==> src/drop_oldest_ring_queue_unit_assert.svh <==
// Assertion macros shared by the ring queue RTL.
// Define ASSERT_OFF to compile them out; no other dependencies.
`ifndef DROP_OLDEST_RING_QUEUE_UNIT_ASSERT_SVH
`define DROP_OLDEST_RING_QUEUE_UNIT_ASSERT_SVH

`ifndef ASSERT_OFF

// Property must hold at every clock edge outside reset.
`define DOQ_ASSERT(lbl, clk, rst_n, prop) \
  lbl: assert property (@(posedge clk) disable iff (!rst_n) (prop)) \
    else $error("doq assertion failed");

// Expression must never be true at a clock edge outside reset.
`define DOQ_ASSERT_NEVER(lbl, clk, rst_n, expr) \
  lbl: assert property (@(posedge clk) disable iff (!rst_n) !(expr)) \
    else $error("doq assertion failed");

`else

`define DOQ_ASSERT(lbl, clk, rst_n, prop)
`define DOQ_ASSERT_NEVER(lbl, clk, rst_n, expr)

`endif

`endif

==> src/doq_pkg.sv <==
// Package for the drop-oldest ring queue: item kinds, result bundle and
// default sizes. No dependencies.
package doq_pkg;

  localparam int unsigned QueueDepthDefault = 16;
  localparam int unsigned DataWidthDefault  = 64;

  localparam int unsigned DataBusW  = 64;
  localparam int unsigned CountOutW = 5;
  localparam int unsigned DropW     = 32;

  typedef enum logic {
    KindPush = 1'b0,
    KindPop  = 1'b1
  } kind_e;

  typedef struct packed {
    logic                 read_valid;
    logic                 overwrote;
    logic [CountOutW-1:0] occupancy;
    logic [CountOutW-1:0] high_water;
    logic [DropW-1:0]     drop_total;
  } res_t;

endpackage

==> src/drop_oldest_ring_queue_unit.sv <==
// Drop-oldest ring queue: a FIFO that never refuses a push.
// Depends on doq_pkg and drop_oldest_ring_queue_unit_assert.svh.
//
// One push or pop is accepted per cycle while in_ready_o is high. Its result is
// registered into the output register, or into the skid register while the
// output register holds a result not yet taken. Pointer and count updates are
// single increments; the store has one write and one registered read port.
// A two-slot result buffer (output plus skid register) takes a new item while
// a result waits; in_ready_o drops only when both slots are full. A push into a
// full queue overwrites the oldest entry and counts a drop (saturating). A pop
// on an empty queue returns read_valid low and changes nothing. Entries are
// read only after being written, so the store needs no clearing after reset.
module drop_oldest_ring_queue_unit #(
  parameter int unsigned QueueDepth = doq_pkg::QueueDepthDefault,
  parameter int unsigned DataWidth  = doq_pkg::DataWidthDefault
) (
  input  logic                          clk_i,
  input  logic                          rst_ni,
  input  logic                          in_valid_i,
  output logic                          in_ready_o,
  input  logic                          kind_i,
  input  logic [doq_pkg::DataBusW-1:0]  write_data_i,
  output logic                          out_valid_o,
  input  logic                          out_ready_i,
  output logic                          read_valid_o,
  output logic [doq_pkg::DataBusW-1:0]  read_data_o,
  output logic                          overwrote_oldest_o,
  output logic [doq_pkg::CountOutW-1:0] occupancy_o,
  output logic [doq_pkg::CountOutW-1:0] high_water_o,
  output logic [doq_pkg::DropW-1:0]     drop_total_o
);

  `include "drop_oldest_ring_queue_unit_assert.svh"

  localparam int unsigned PtrW = $clog2(QueueDepth);
  localparam int unsigned CntW = $clog2(QueueDepth + 1);
  localparam logic [PtrW-1:0] PtrLast = PtrW'(QueueDepth - 1);
  localparam logic [CntW-1:0] CntFull = CntW'(QueueDepth);
  localparam logic [doq_pkg::DropW-1:0] DropMax = '1;

  logic [DataWidth-1:0] mem_q [QueueDepth];

  logic [PtrW-1:0] wr_ptr_q, wr_ptr_d;
  logic [PtrW-1:0] rd_ptr_q, rd_ptr_d;
  logic [CntW-1:0] cnt_q, cnt_d;
  logic [CntW-1:0] peak_q, peak_d;
  logic [doq_pkg::DropW-1:0] drop_q, drop_d;

  logic out_vld_q, out_vld_d;
  logic skid_vld_q, skid_vld_d;
  doq_pkg::res_t out_res_q, out_res_d;
  doq_pkg::res_t skid_res_q, skid_res_d;
  logic [DataWidth-1:0] out_data_q;
  logic [DataWidth-1:0] skid_data_q;

  doq_pkg::kind_e kind;
  doq_pkg::res_t  res;
  logic accept, out_take, out_free, load_out_new, load_skid, skid_to_out;
  logic is_push, pop_hit, full;

  assign kind       = doq_pkg::kind_e'(kind_i);
  assign in_ready_o = !skid_vld_q;
  assign accept     = in_valid_i && in_ready_o;
  assign out_take   = out_vld_q && out_ready_i;
  assign out_free   = !out_vld_q || out_take;
  assign skid_to_out  = skid_vld_q && out_free;
  assign load_out_new = accept && out_free;
  assign load_skid    = accept && !out_free;

  assign is_push = (kind == doq_pkg::KindPush);
  assign full    = (cnt_q == CntFull);
  assign pop_hit = !is_push && (cnt_q != '0);

  always_comb begin
    wr_ptr_d = wr_ptr_q;
    rd_ptr_d = rd_ptr_q;
    cnt_d    = cnt_q;
    peak_d   = peak_q;
    drop_d   = drop_q;
    res      = '0;
    if (is_push) begin
      if (full) begin
        res.overwrote = 1'b1;
        if (drop_q != DropMax) begin
          drop_d = drop_q + 1'b1;
        end
        rd_ptr_d = (rd_ptr_q == PtrLast) ? '0 : rd_ptr_q + 1'b1;
      end else begin
        cnt_d = cnt_q + 1'b1;
      end
      wr_ptr_d = (wr_ptr_q == PtrLast) ? '0 : wr_ptr_q + 1'b1;
      if (cnt_d > peak_q) begin
        peak_d = cnt_d;
      end
    end else if (pop_hit) begin
      res.read_valid = 1'b1;
      rd_ptr_d = (rd_ptr_q == PtrLast) ? '0 : rd_ptr_q + 1'b1;
      cnt_d    = cnt_q - 1'b1;
    end
    res.occupancy  = doq_pkg::CountOutW'(cnt_d);
    res.high_water = doq_pkg::CountOutW'(peak_d);
    res.drop_total = drop_d;
  end

  always_comb begin
    out_vld_d  = out_vld_q;
    skid_vld_d = skid_vld_q;
    out_res_d  = out_res_q;
    skid_res_d = skid_res_q;
    if (out_free) begin
      if (skid_vld_q) begin
        out_vld_d  = 1'b1;
        out_res_d  = skid_res_q;
        skid_vld_d = 1'b0;
      end else if (accept) begin
        out_vld_d = 1'b1;
        out_res_d = res;
      end else begin
        out_vld_d = 1'b0;
      end
    end else if (accept) begin
      skid_vld_d = 1'b1;
      skid_res_d = res;
    end
  end

  always_ff @(posedge clk_i or negedge rst_ni) begin
    if (!rst_ni) begin
      wr_ptr_q   <= '0;
      rd_ptr_q   <= '0;
      cnt_q      <= '0;
      peak_q     <= '0;
      drop_q     <= '0;
      out_vld_q  <= 1'b0;
      skid_vld_q <= 1'b0;
    end else begin
      if (accept) begin
        wr_ptr_q <= wr_ptr_d;
        rd_ptr_q <= rd_ptr_d;
        cnt_q    <= cnt_d;
        peak_q   <= peak_d;
        drop_q   <= drop_d;
      end
      out_vld_q  <= out_vld_d;
      skid_vld_q <= skid_vld_d;
    end
  end

  always_ff @(posedge clk_i) begin
    out_res_q  <= out_res_d;
    skid_res_q <= skid_res_d;
  end

  // Entry store: one write port, one registered read port feeding both slots.
  always_ff @(posedge clk_i) begin
    if (accept && is_push) begin
      mem_q[wr_ptr_q] <= write_data_i[DataWidth-1:0];
    end
    if (skid_to_out) begin
      out_data_q <= skid_data_q;
    end else if (load_out_new && pop_hit) begin
      out_data_q <= mem_q[rd_ptr_q];
    end
    if (load_skid && pop_hit) begin
      skid_data_q <= mem_q[rd_ptr_q];
    end
  end

  assign out_valid_o        = out_vld_q;
  assign read_valid_o       = out_res_q.read_valid;
  assign read_data_o        = out_res_q.read_valid ? doq_pkg::DataBusW'(out_data_q) : '0;
  assign overwrote_oldest_o = out_res_q.overwrote;
  assign occupancy_o        = out_res_q.occupancy;
  assign high_water_o       = out_res_q.high_water;
  assign drop_total_o       = out_res_q.drop_total;

  `DOQ_ASSERT_NEVER(cnt_over_depth_a, clk_i, rst_ni, cnt_q > CntFull)
  `DOQ_ASSERT_NEVER(skid_without_out_a, clk_i, rst_ni, skid_vld_q && !out_vld_q)
  `DOQ_ASSERT(ptr_meet_a, clk_i, rst_ni,
    (cnt_q == '0 || cnt_q == CntFull) |-> (rd_ptr_q == wr_ptr_q))
  `DOQ_ASSERT(peak_covers_cnt_a, clk_i, rst_ni, peak_q >= cnt_q)
  `DOQ_ASSERT(drop_monotonic_a, clk_i, rst_ni, 1'b1 |=> (drop_q >= $past(drop_q)))

endmodule
==> config.mk <==
export PLATFORM = sky130hd
export DESIGN_NAME = drop_oldest_ring_queue_unit
export DESIGN_NICKNAME = d
export VERILOG_FILES = /design/src/doq_pkg.sv /design/src/drop_oldest_ring_queue_unit.sv
export VERILOG_INCLUDE_DIRS = /design/src /design/src/src
export SDC_FILE = /design/constraint.sdc
export NUM_CORES = 1
export LEC_CHECK = 0
export ABC_AREA = 0
export ABC_CLOCK_PERIOD_IN_PS = 8900
export BUFFER_PORTS_ARGS = -buffer_cell sky130_fd_sc_hd__buf_4
export CORE_AREA = 4 4 457 459
export CTS_BUF_LIST = sky130_fd_sc_hd__clkbuf_8
export DETAILED_ROUTE_END_ITERATION = 7
export DIE_AREA = 0 0 461 463
export MAX_ROUTING_LAYER = met4
export PLACE_DENSITY = 0.45
export REMOVE_ABC_BUFFERS = 1
export SLEW_MARGIN = 20
export SYNTH_ARGS = -nofsm -noshare
export SYNTH_HDL_FRONTEND = slang
export SYNTH_SLANG_ARGS = --single-unit
==> constraint.sdc <==
create_clock -name clk_i -period 8.9 [get_ports clk_i]
set_input_delay 0.445 -clock clk_i [delete_from_list [all_inputs] [get_ports clk_i]]
set_output_delay 0.445 -clock clk_i [all_outputs]
set_load 0.01 [all_outputs]
==> results.py, run 1 <==
metrics = {
    "yosys": {
        "synth-xor-area-share_pct": 1.01,
        "synth_cells": 2535,
        "yosys_warnings": 0,
        "synth_edf_count": 1240,
        "synth_area_sq_mm": 0.0510,
        "synth_ff_type": "edfxtp_1",
        "synth_top_family_by_area": "multiplexers",
        "yosysSeqAreaShare_pct": 75.5,
        "synth_compound_area_share_pct": 2.95,
        "synth_adder_area_share_pct": 0.343,
        "synthArstFlopShare_pct": 4.02,
        "synth_mux_area_share_pct": 14.6,
        "ys_types": 68,
        "synth-simple-area-share_pct": 4.10,
        "syn_area_per_cell_sq_um": 20.1,
        "synth-seq-cells": 1292,
    },
    "sta": {
        "setup_viol": 0,
        "tightestPinTransition_ns": 1.08,
        "fin_tns_setup_ns": 0,
        "worst_slew_margin_rel_pct": 28.2,
        "hold_viol_final": 0,
        "rsz0062_at_grt": "false",
        "fin_crit_ns": 3.81,
        "max_freq_mhz": 262,
        "finClkSkew_ns": 0.0562,
        "hold_ws_ns": 0.204,
        "min_period_over_period_pct": 42.8,
        "slew_violations": 0,
    },
    "global_routing": {
        "grt_max_degree": 90,
        "grt_pass1_wl_mm": 191,
        "grt_overflow": 0,
        "grt_usage_pct": 12.5,
        "grt_pass1_vias": 26500,
        "antenna_found_initial": 23,
    },
    "clock_tree": {
        "cts-resized-gates": 0,
        "cts.sinks": 1292,
        "cts_root_buf": "clkbuf_8",
        "post_cts_buffers": 0,
        "clk_latency_ns": 0.92,
        "clk_pin_slew_ns": 0.06,
        "cts_tree": "yes",
        "clockBufferDepth": 3,
        "cts_hold_buf": 67,
        "cts_inserted_buffers": 208,
        "htreeDepth": 4,
    },
    "place": {
        "hpwl_mm": 74.0,
        "gp_congestion": 0.726,
        "portBuffers": 178,
        "placed_area_sq_mm": 0.0556,
    },
    "detailed_routing": {
        "drtIter0Drc": 1770,
        "drc": 0,
        "drt-pass1-iter-count": 5,
        "wire_per_inst_um": 22.8,
        "antenna_left": 0,
        "route.final.wire_length_mm": 132,
        "dr_total_vias": 25400,
        "via_per_inst": 4.41,
    },
    "setup_path": {
        "cp.required_ns": 9.56,
        "end_kind": "flop",
        "crit_path_start_kind": "flop",
        "crit_path_max_fanout": 33,
        "worstSetupPathType": "reg -> reg",
        "crit_arrival_ns": 4.47,
    },
    "die": {
        "placementRows": 166,
        "start_util_pct": 25.0,
        "die_h_um": 463,
        "die_area_sq_mm": 0.213,
        "fp.dieW_um": 461,
        "core_sq_mm": 0.204,
        "pin_count": 179,
    },
    "pwr": {
        "power_density_mw_per_mm2": 278,
        "p_leak_uw": 0.0196,
        "max-vdd-ir-drop_v": 0.000185,
    },
    "status": {
        "outcome": "finished, final reports clean",
    },
    "layout": {
        "register_area_sq_mm": 0.0386,
        "final_layout_size_suffix_gt1_share_pct": 29.2,
        "fillers": 20200,
        "area_delta_synth_final_pct": 18.1,
        "multi_input_area_sq_mm": 0.0118,
        "finalNetCount": 2972,
        "fin_area_sq_mm": 0.0603,
    },
    "min_path": {
        "hold_class": "in -> async",
    },
    "flow_run": {
        "maxCapViolations": 0,
    },
}
## through the flow
stage | power [uW] | setup WS [ns] | std cells | util [%]
detailed placement | 12100 | 4.95 | 5300 | 27.2
global route | 17700 | 4.78 | 5760 | 29.5
finish | 16800 | 5.09 | 5766 | 29.5
CTS | 17100 | 4.99 | 5752 | 29.5
floorplan | 11300 | -2.79 | 2386 | -
global placement | 12100 | 4.92 | 5298 | 27.2
## path summary, 6_finish.rpt
check                                   startpoint  cells after the start                       end  slack (ns)
max reg2reg                rd_ptr_q[0]$_DFFE_PN0P_                      7  out_data_q[45]$_DFFE_PP_        5.09
min reg2reg                  peak_q[2]$_DFFE_PN0P_                      1     peak_q[2]$_DFFE_PN0P_        0.51
min in group clk_i                     out_ready_i                      3   out_valid_o$_DFFE_PN0N_        0.21
max in group asynchronous                   rst_ni                      2   rd_ptr_q[2]$_DFFE_PN0P_        8.04
min                                         rst_ni                      2   out_valid_o$_DFFE_PN0N_        0.20
max                        rd_ptr_q[0]$_DFFE_PN0P_                      7  out_data_q[45]$_DFFE_PP_        5.09
## where the power goes
group | internal (uW) | switching (uW)
clock network | 2520 | 2430
registers | 7230 | 276
logic | 1980 | 2340
## synth_stat cells, drive strengths merged, types with 3 or more instances
library cell,n,area (sq um)
and3,3,18.8
mux2i,69,691
or4,5,45.0
or3,8,50.1
nor2b,69,432
a31oi,15,93.8
nor4,11,90.1
a21boi,3,22.5
nand3b,4,30.0
dfrtp,52,1300
nor3,14,70.1
mux2,90,1020
o31a,3,26.3
a221o,4,40.0
clkbuf,87,327
o211ai,5,37.5
a21oi,73,365
and4,7,62.6
or2,5,31.3
a2111oi,4,53.8
o21ai,28,159
a211oi,67,503
nand2,61,229
inv,20,75.1
buf,62,329
nor4b,4,35.0
xnor2,39,349
xor2,19,166
o31ai,6,58.8
nor2,35,131
ha,14,175
nand2b,4,25.0
nand3,26,135
nand4,21,159
mux4,256,5770
edfxtp,1240,37200
and2,82,513
## state kept, by name, indices dropped and copies added, names as in the netlist, 5 cells and up
name          cells
drop_total_o     32
drop_q           32
out_data_q       64
skid_res_q       44
mem_q          1024
skid_data_q      64
high_water_o      5
peak_q            5
occupancy_o       5
cnt_q             5
## cells by family after synthesis
kind of cell               count (synthesis)
adders and majority gates                 14
muxes                                    415
buffers and inverters                    169
xor gates and xnor gates                  58
DFF                                     1292
AOI/OAI and AO/OA                        225
and+or+nand+nor                          362
## cell usage in the layout, fill, tap and decap left out, types with 14 or more instances in the layout
cell	Yosys	final
buf_4	2	221
nor2b_1	69	69
edfxtp_1	1240	1240
a31oi_1	15	14
mux2i_1	69	69
nand2_1	61	60
xor2_1	19	19
clkinv_1	0	57
nand3_1	25	25
clkbuf_8	0	211
dfrtp_1	52	48
inv_1	20	75
diode_2	0	14
mux2_2	89	89
a211oi_1	67	67
clkinv_2	0	40
a21oi_1	73	73
mux4_2	256	256
ha_1	14	14
and2_1	82	66
o21ai_0	22	22
nand4_1	18	18
nor2_1	35	34
dlygate4sd3_1	0	67
xnor2_1	38	38
and2_4	0	16
## critical path, cell delays in order (launching register included)
cell and delay [ns]:
dfrtp_4 0.55, buf_4 0.54, buf_4 0.69, mux4_2 0.59, nor2b_1 0.14, a211oi_1 0.57
a21oi_1 0.13, mux2_2 0.32
## cell type report
class                   count  share of cell area [%]
diodes                     14                  0.0581
repair buffers            293                    4.04
flip-flops and latches   1292                    64.0
clock buffers             211                    4.82
inverters                  20                   0.125
multi-input cells        1074                    19.6
well taps                2688                    5.58
clock inverters           174                    1.77
## routing by layer
layer	vias to the layer above	part of all wire (%)	track usage (%)	wire length, um
met1	13500	45	16.5	59700
li1	11100	-	-	-
met5	-	0	-	0
met4	0	1.9	3.06	2450
met2	572	48	19.9	63800
met3	211	4.3	2.35	5720
Note: power is estimated with default switching activity, not from simulation.
==> inputs of run 2 (changes only) <==
- ABC_AREA: 0 -> 1
- ABC_CLOCK_PERIOD_IN_PS: 8900 -> 3300
- CORE_AREA: 4 4 457 459 -> 4 4 464 466
- DIE_AREA: 0 0 461 463 -> 0 0 468 470
- PLACE_DENSITY: 0.45 -> 0.46
- clock period: 8.9 -> 3.3 ns (I/O delays scaled with it)
==> results.py, run 2 <==
metrics = {
    "status": {
        "outcome": "finished, final reports clean",
    },
    "layout": {
        "area_delta_synth_final_pct": 18.6,
        "register_area_sq_mm": 0.0385,
        "final_layout_size_suffix_gt1_share_pct": 11.5,
        "largest-register": "mem_q",
        "fin_cells": 7728,
        "finalNetCount": 4795,
        "largest_reg_flops": 1024,
        "final_common_cell": "edfxtp_1",
        "reg_top3": "mem_q (1024), out_data_q (64), skid_data_q (64)",
        "multi_input_area_sq_mm": 0.0121,
        "layout_common_cells": "edfxtp_1 (1240), nand2_1 (809), nor2_1 (758)",
        "fillers": 21600,
        "fin_area_sq_mm": 0.0623,
    },
    "global_routing": {
        "grt_pass1_vias": 33200,
        "grt_max_degree": 179,
        "antenna_found_initial": 21,
        "grt_pass1_wl_mm": 219,
        "grt_overflow": 0,
        "grt_usage_pct": 13.4,
    },
    "clock_tree": {
        "clk_pin_slew_ns": 0.06,
        "cts-resized-gates": 0,
        "cts_hold_buf": 89,
        "cts_inserted_buffers": 218,
        "cts_root_buf": "clkbuf_8",
        "clk_latency_ns": 0.93,
        "post_cts_buffers": 0,
        "htreeDepth": 4,
        "cts_tree": "yes",
        "clockBufferDepth": 3,
        "cts.sinks": 1292,
    },
    "setup_path": {
        "cp-startpoint": "cnt_q[0]$_DFFE_PN0P_",
        "crit_end": "high_water_o[0]$_DFFE_PP_",
        "regToRegSetupSlack_ns": 0.57,
        "cp.required_ns": 4.05,
        "worstSetupPathType": "reg -> reg",
        "ff2ff_path_depth": 14,
        "crit_path_start_kind": "flop",
        "end_kind": "flop",
        "r2r_start": "cnt_q[0]$_DFFE_PN0P_",
        "cp_common_cell": "nand2_1",
        "crit_buf_inv": 2,
        "timing.rr.end": "high_water_o[0]$_DFFE_PP_",
        "crit_slowest_cell": "dfrtp_1",
        "crit_arrival_ns": 3.48,
        "path_depth": 14,
        "crit_path_max_fanout": 10,
        "path_cells": "inv_1 -> ha_1 -> nand3_4 -> nand2_1 -> inv_1 -> ha_1 -> nand2_1 -> nor2_1 -> nand2_1 -> nand3_1 -> nand2_1 -> o21ai_0 -> nand2_1 -> nand2_1",
        "crit_family": "simple AND/OR/NAND/NOR gates",
        "cp_slowest_stage_delay_ns": 0.41,
    },
    "flow_run": {
        "maxCapViolations": 0,
    },
    "detailed_routing": {
        "drt-pass1-iter-count": 5,
        "dr_total_vias": 33700,
        "via_per_inst": 4.36,
        "drtIter0Drc": 2337,
        "route.final.wire_length_mm": 147,
        "drc": 0,
        "antenna_left": 0,
        "wire_per_inst_um": 19.0,
    },
    "yosys": {
        "synth_area_sq_mm": 0.0525,
        "ys_types": 37,
        "synth_edf_count": 1240,
        "synthMostInstantiatedCell": "edfxtp_1",
        "yosys_warnings": 0,
        "syn_area_per_cell_sq_um": 11.9,
        "yosysTopAreaCell": "edfxtp_1",
        "yosysSeqAreaShare_pct": 73.4,
        "synthTopCellsByArea": "edfxtp_1 (71%), nand2_1 (5.8%), nor2_1 (5.6%)",
        "synthArstFlopShare_pct": 4.02,
        "synth_cells": 4397,
        "synth_top_area_share_pct": 70.9,
        "ys_top_cells_by_count": "edfxtp_1 (1240), nand2_1 (809), nor2_1 (778)",
        "synth-seq-cells": 1292,
        "synth_ff_type": "edfxtp_1",
    },
    "place": {
        "hpwl_mm": 76.3,
        "preCtsSetupSlack_ns": 0.624,
        "gp_congestion": 0.769,
        "placedCellCount": 7224,
        "placed_area_sq_mm": 0.0572,
        "portBuffers": 178,
    },
    "sta": {
        "setup_viol": 0,
        "tightestPinTransition_ns": 1.09,
        "setup_slack_ns": 0.569,
        "fin_tns_setup_ns": 0,
        "worst_slew_margin_rel_pct": 27.6,
        "fin_crit_ns": 2.73,
        "hold_viol_final": 0,
        "min_period_over_period_pct": 82.8,
        "rsz0062_at_grt": "false",
        "finClkSkew_ns": 0.0871,
        "slew_violations": 0,
        "max_freq_mhz": 366,
    },
    "die": {
        "start_util_pct": 24.9,
        "core_sq_mm": 0.211,
        "placementRows": 169,
        "die_area_sq_mm": 0.220,
        "die_h_um": 470,
        "pin_count": 179,
        "fp.dieW_um": 468,
    },
    "pwr": {
        "power_density_mw_per_mm2": 758,
        "power.total_uw": 47200,
        "p_leak_uw": 0.0221,
        "max-vdd-ir-drop_v": 0.000981,
    },
    "min_path": {
        "hold_class": "in -> reg",
    },
}
==> run 2: layout make-up <==
class / count / share of cell area, %
Antenna cell: 16 / 0.0643
Clock buffer: 220 / 4.86
Clock inverter: 179 / 1.70
Inverter: 215 / 1.33
Multi-Input combinational cell: 2643 / 19.4
Sequential cell: 1292 / 61.9
Tap cell: 2821 / 5.67
Timing Repair Buffer: 342 / 5.09
==> run 2: kinds of logic (layout without fill, tap and decap cells) <==
| logic type | after synthesis | in the layout | synth area share, % |
|---|---|---|---|
| simple gates | 1805 | 1805 | 13.6 |
| flops | 1292 | 1292 | 73.4 |
| compound gates | 817 | 817 | 8.58 |
| buf+inv | 462 | 956 | 3.92 |
| fa+ha+maj | 14 | 14 | 0.334 |
| xor+xnor | 7 | 7 | 0.117 |
| other cells | 0 | 16 | 0 |
==> run 2: metal layers <==
metal | global-route usage [%] | part of all wire [%]
met5 | - | 0
met4 | 3.36 | 1.9
met3 | 2.71 | 5.3
met2 | 20.4 | 45
met1 | 18.3 | 47
==> run 2: worst reg2reg max path: stages, from the launching register on <==
cell and delay, ns:
dfrtp_1 0.41, inv_1 0.19, ha_1 0.25, nand3_4 0.16, nand2_1 0.16, inv_1 0.06, ha_1 0.28, nand2_1 0.05
nor2_1 0.13, nand2_1 0.07, nand3_1 0.08, nand2_1 0.19, o21ai_0 0.38, nand2_1 0.09, nand2_1 0.07
==> run 2: where the power goes <==
| part | total [uW] | internal [uW] | switching, uW |
|---|---|---|---|
| combinational | 13700 | 4130 | 9540 |
| clock | 13500 | 6690 | 6800 |
| sequential | 20000 | 19600 | 418 |
| total | 47200 | 30400 | 16800 |
==> run 2: metrics by stage <==
stage / hold WS, ns / utilization [%]
2_1_floorplan: -0.131 / -
3_3_place_gp: 0.315 / 27.1
3_5_place_dp: 0.320 / 27.1
4_1_cts: 0.000485 / 29.5
5_1_grt: 0.0321 / 29.5
6_report: 0.113 / 29.5
==> run 2: how the worst min path moves through the flow <==
stage / from / end / slack [ns] / cells after the start
2_1_floorplan: rst_ni / cnt_q[0]$_DFFE_PN0P_ / -0.13 / 0
3_3_place_gp: rst_ni / drop_q[4]$_DFFE_PN0P_ / 0.31 / 1
3_5_place_dp: rst_ni / drop_q[1]$_DFFE_PN0P_ / 0.32 / 1
4_1_cts: write_data_i[40] / mem_q[5][40]$_DFFE_PP_ / 0.0005 / 2
5_1_grt: write_data_i[39] / mem_q[15][39]$_DFFE_PP_ / 0.03 / 2
6_report: write_data_i[52] / mem_q[7][52]$_DFFE_PP_ / 0.11 / 2
==> inputs of run 3 (changes only) <==
- ABC_AREA: 1 -> 0
- ABC_CLOCK_PERIOD_IN_PS: 3300 -> 2300
- CORE_AREA: 4 4 464 466 -> 4 4 457 459
- DIE_AREA: 0 0 468 470 -> 0 0 461 463
- clock period: 3.3 -> 2.3 ns (I/O delays scaled with it)
==> results.py, run 3 (same netlist as run 1, synthesis figures left out) <==
metrics = {
    "place": {
        "portBuffers": 178,
        "preCtsSetupSlack_ns": -0.328,
        "placedCellCount": 5556,
        "gp_congestion": 0.758,
        "hpwl_mm": 79.9,
    },
    "sta": {
        "fin_crit_ns": 2.50,
        "rsz0062_at_grt": "true",
        "finClkSkew_ns": 0.0562,
        "max_freq_mhz": 400,
        "slew_violations": 0,
        "tightestPinTransition_ns": 0.639,
        "fin_tns_setup_ns": -9.33,
        "setup_slack_ns": -0.203,
        "hold_viol_final": 0,
        "worst_slew_margin_rel_pct": 57.4,
        "min_period_over_period_pct": 109,
        "setup_viol": 115,
    },
    "pwr": {
        "p_sw_share_pct": 30.1,
        "power_frac_seq_pct": 38.7,
        "max-vdd-ir-drop_v": 0.000617,
        "p_leak_uw": 0.0237,
        "power_density_mw_per_mm2": 1080,
        "p_int_uw": 51700,
        "power_switching_uw": 22300,
        "clkPwrFrac_pct": 26.0,
        "combPwrFrac_pct": 35.4,
    },
    "setup_path": {
        "regToRegSetupSlack_ns": -0.20,
        "crit_end": "high_water_o[2]$_DFFE_PP_",
        "worstSetupPathType": "reg -> reg",
        "timing.rr.end": "high_water_o[2]$_DFFE_PP_",
        "r2r_start": "cnt_q[0]$_DFFE_PN0P_",
        "cp-startpoint": "cnt_q[0]$_DFFE_PN0P_",
        "path_cells": "inv_2 -> ha_4 -> buf_6 -> and4bb_4 -> buf_6 -> xnor2_4 -> inv_2 -> ha_4 -> nor2_4 -> buf_6 -> a211oi_4 -> o31a_1 -> a22o_1",
        "ff2ff_path_depth": 13,
        "crit_slowest_cell": "dfrtp_1",
        "cp.required_ns": 2.97,
        "end_kind": "flop",
        "crit_path_max_fanout": 5,
        "crit_arrival_ns": 3.17,
        "cp_slowest_stage_delay_ns": 0.40,
        "cp_common_cell": "buf_6",
        "crit_path_start_kind": "flop",
    },
    "global_routing": {
        "antenna_found_initial": 22,
        "grt_pass1_vias": 29000,
        "grt_overflow": 0,
        "grt_usage_pct": 13.4,
        "grt_pass1_wl_mm": 204,
        "grt_max_degree": 53,
    },
    "min_path": {
        "min_from": "write_data_i[9]",
        "hold_class": "in -> reg",
    },
    "detailed_routing": {
        "drc": 0,
        "dr_total_vias": 27600,
        "drt-pass1-iter-count": 5,
        "via_per_inst": 4.39,
        "wire_per_inst_um": 22.8,
        "drtIter0Drc": 1674,
        "antenna_left": 0,
        "route.final.wire_length_mm": 143,
    },
    "clock_tree": {
        "cts_root_buf": "clkbuf_8",
        "clk_pin_slew_ns": 0.07,
        "clk_latency_ns": 0.93,
        "cts_tree": "yes",
        "cts.sinks": 1292,
        "clockBufferDepth": 3,
        "cts_inserted_buffers": 222,
        "htreeDepth": 4,
    },
    "status": {
        "failed_checks": "negative setup slack",
        "outcome": "finished, violations left",
    },
    "die": {
        "placementRows": 166,
        "die_area_sq_mm": 0.213,
        "pin_count": 179,
        "start_util_pct": 25.0,
        "die_h_um": 463,
        "core_sq_mm": 0.204,
        "fp.dieW_um": 461,
    },
    "layout": {
        "largest-register": "mem_q",
        "final_layout_size_suffix_gt1_share_pct": 45.2,
        "finalNetCount": 3484,
        "reg_top3": "mem_q (1024), out_data_q (64), skid_data_q (64)",
        "layout_common_cells": "edfxtp_1 (1240), buf_4 (387), mux4_2 (256)",
        "fin_cells": 6284,
        "final_common_cell": "edfxtp_1",
        "area_delta_synth_final_pct": 34.4,
        "largest_reg_flops": 1024,
        "postLayoutCoreUtil_pct": 33.6,
    },
    "flow_run": {
        "maxCapViolations": 0,
    },
}
-- run 3: cell types whose count changed in the layout (fill, tap and decap cells not counted), moves of 145 or more --
cell	change
nand2_1	-756
nand3_1	-145
nor2_1	-727
buf_4	+163
o21ai_0	-537
inv_1	-189
mux4_2	+256
-- run 3: critical path: cells and delay by family, from the launching register on --
family	cells	cell delay, ns
AOI/OAI and AO/OA	3	0.56
buffers and inverters	5	0.49
and+or+nand+nor	2	0.41
DFF	1	0.40
adders and majority gates	2	0.30
xor gates and xnor gates	1	0.11
-- run 3: per-layer routing --
metal | vias to the layer above | GRT usage, % | wire length (um)
li1 | 12200 | - | -
met1 | 14600 | 17.6 | 64900
met2 | 579 | 21.3 | 70000
met3 | 209 | 2.63 | 5720
met4 | 0 | 3.21 | 2460
met5 | - | - | 0
-- run 3: layout make-up --
type                       instances  area, sq um
fill                           19700       136000
sequential                      1292        38600
multi-input combinational       1074        13600
timing repair buffer             791         8910
tap                             2688         3360
clock buffer                     224         3080
clock inverter                   173          970
inverter                          20         83.8
antenna                           22         55.1
-- run 3: power groups by stage --
stage / Clock (uW) / Combinational (uW) / Sequential, uW
6_report: 19200 / 26200 / 28600
5_1_grt: 21100 / 28000 / 28700
4_1_cts: 20000 / 24400 / 28600
3_5_place_dp: 0 / 19900 / 29000
3_3_place_gp: 0 / 19900 / 29000
2_1_floorplan: 0 / 6560 / 29500
-- run 3: how the worst min path moves through the flow --
stage | to | cells after the start | slack (ns)
floorplan | cnt_q[0]$_DFFE_PN0P_ | 0 | -0.18
global placement | out_valid_o$_DFFE_PN0N_ | 1 | 0.27
detailed placement | out_valid_o$_DFFE_PN0N_ | 1 | 0.27
CTS | mem_q[4][52]$_DFFE_PP_ | 2 | 0.005
global route | mem_q[4][62]$_DFFE_PP_ | 2 | 0.04
finish | mem_q[10][9]$_DFFE_PP_ | 2 | 0.13
-- run 3: what timing repair did --
action,CTS,global route
pin swaps,84,92
cloned,20,11
setup buffers,86,84
endpoints found under the setup margin,324,328
hold buffers,129,0
endpoints found under the hold margin,1186,0
gates resized for setup,334,292
-- run 3: metrics by stage --
stage / area (sq um) / power [uW] / hold WS, ns
after floorplan: 50400 / 36000 / -0.181
after global placement: 58700 / 49000 / 0.274
after detailed placement: 58700 / 49000 / 0.266
after CTS: 66700 / 73000 / 0.00517
after global routing: 68600 / 77700 / 0.0368
final: 68600 / 74000 / 0.131
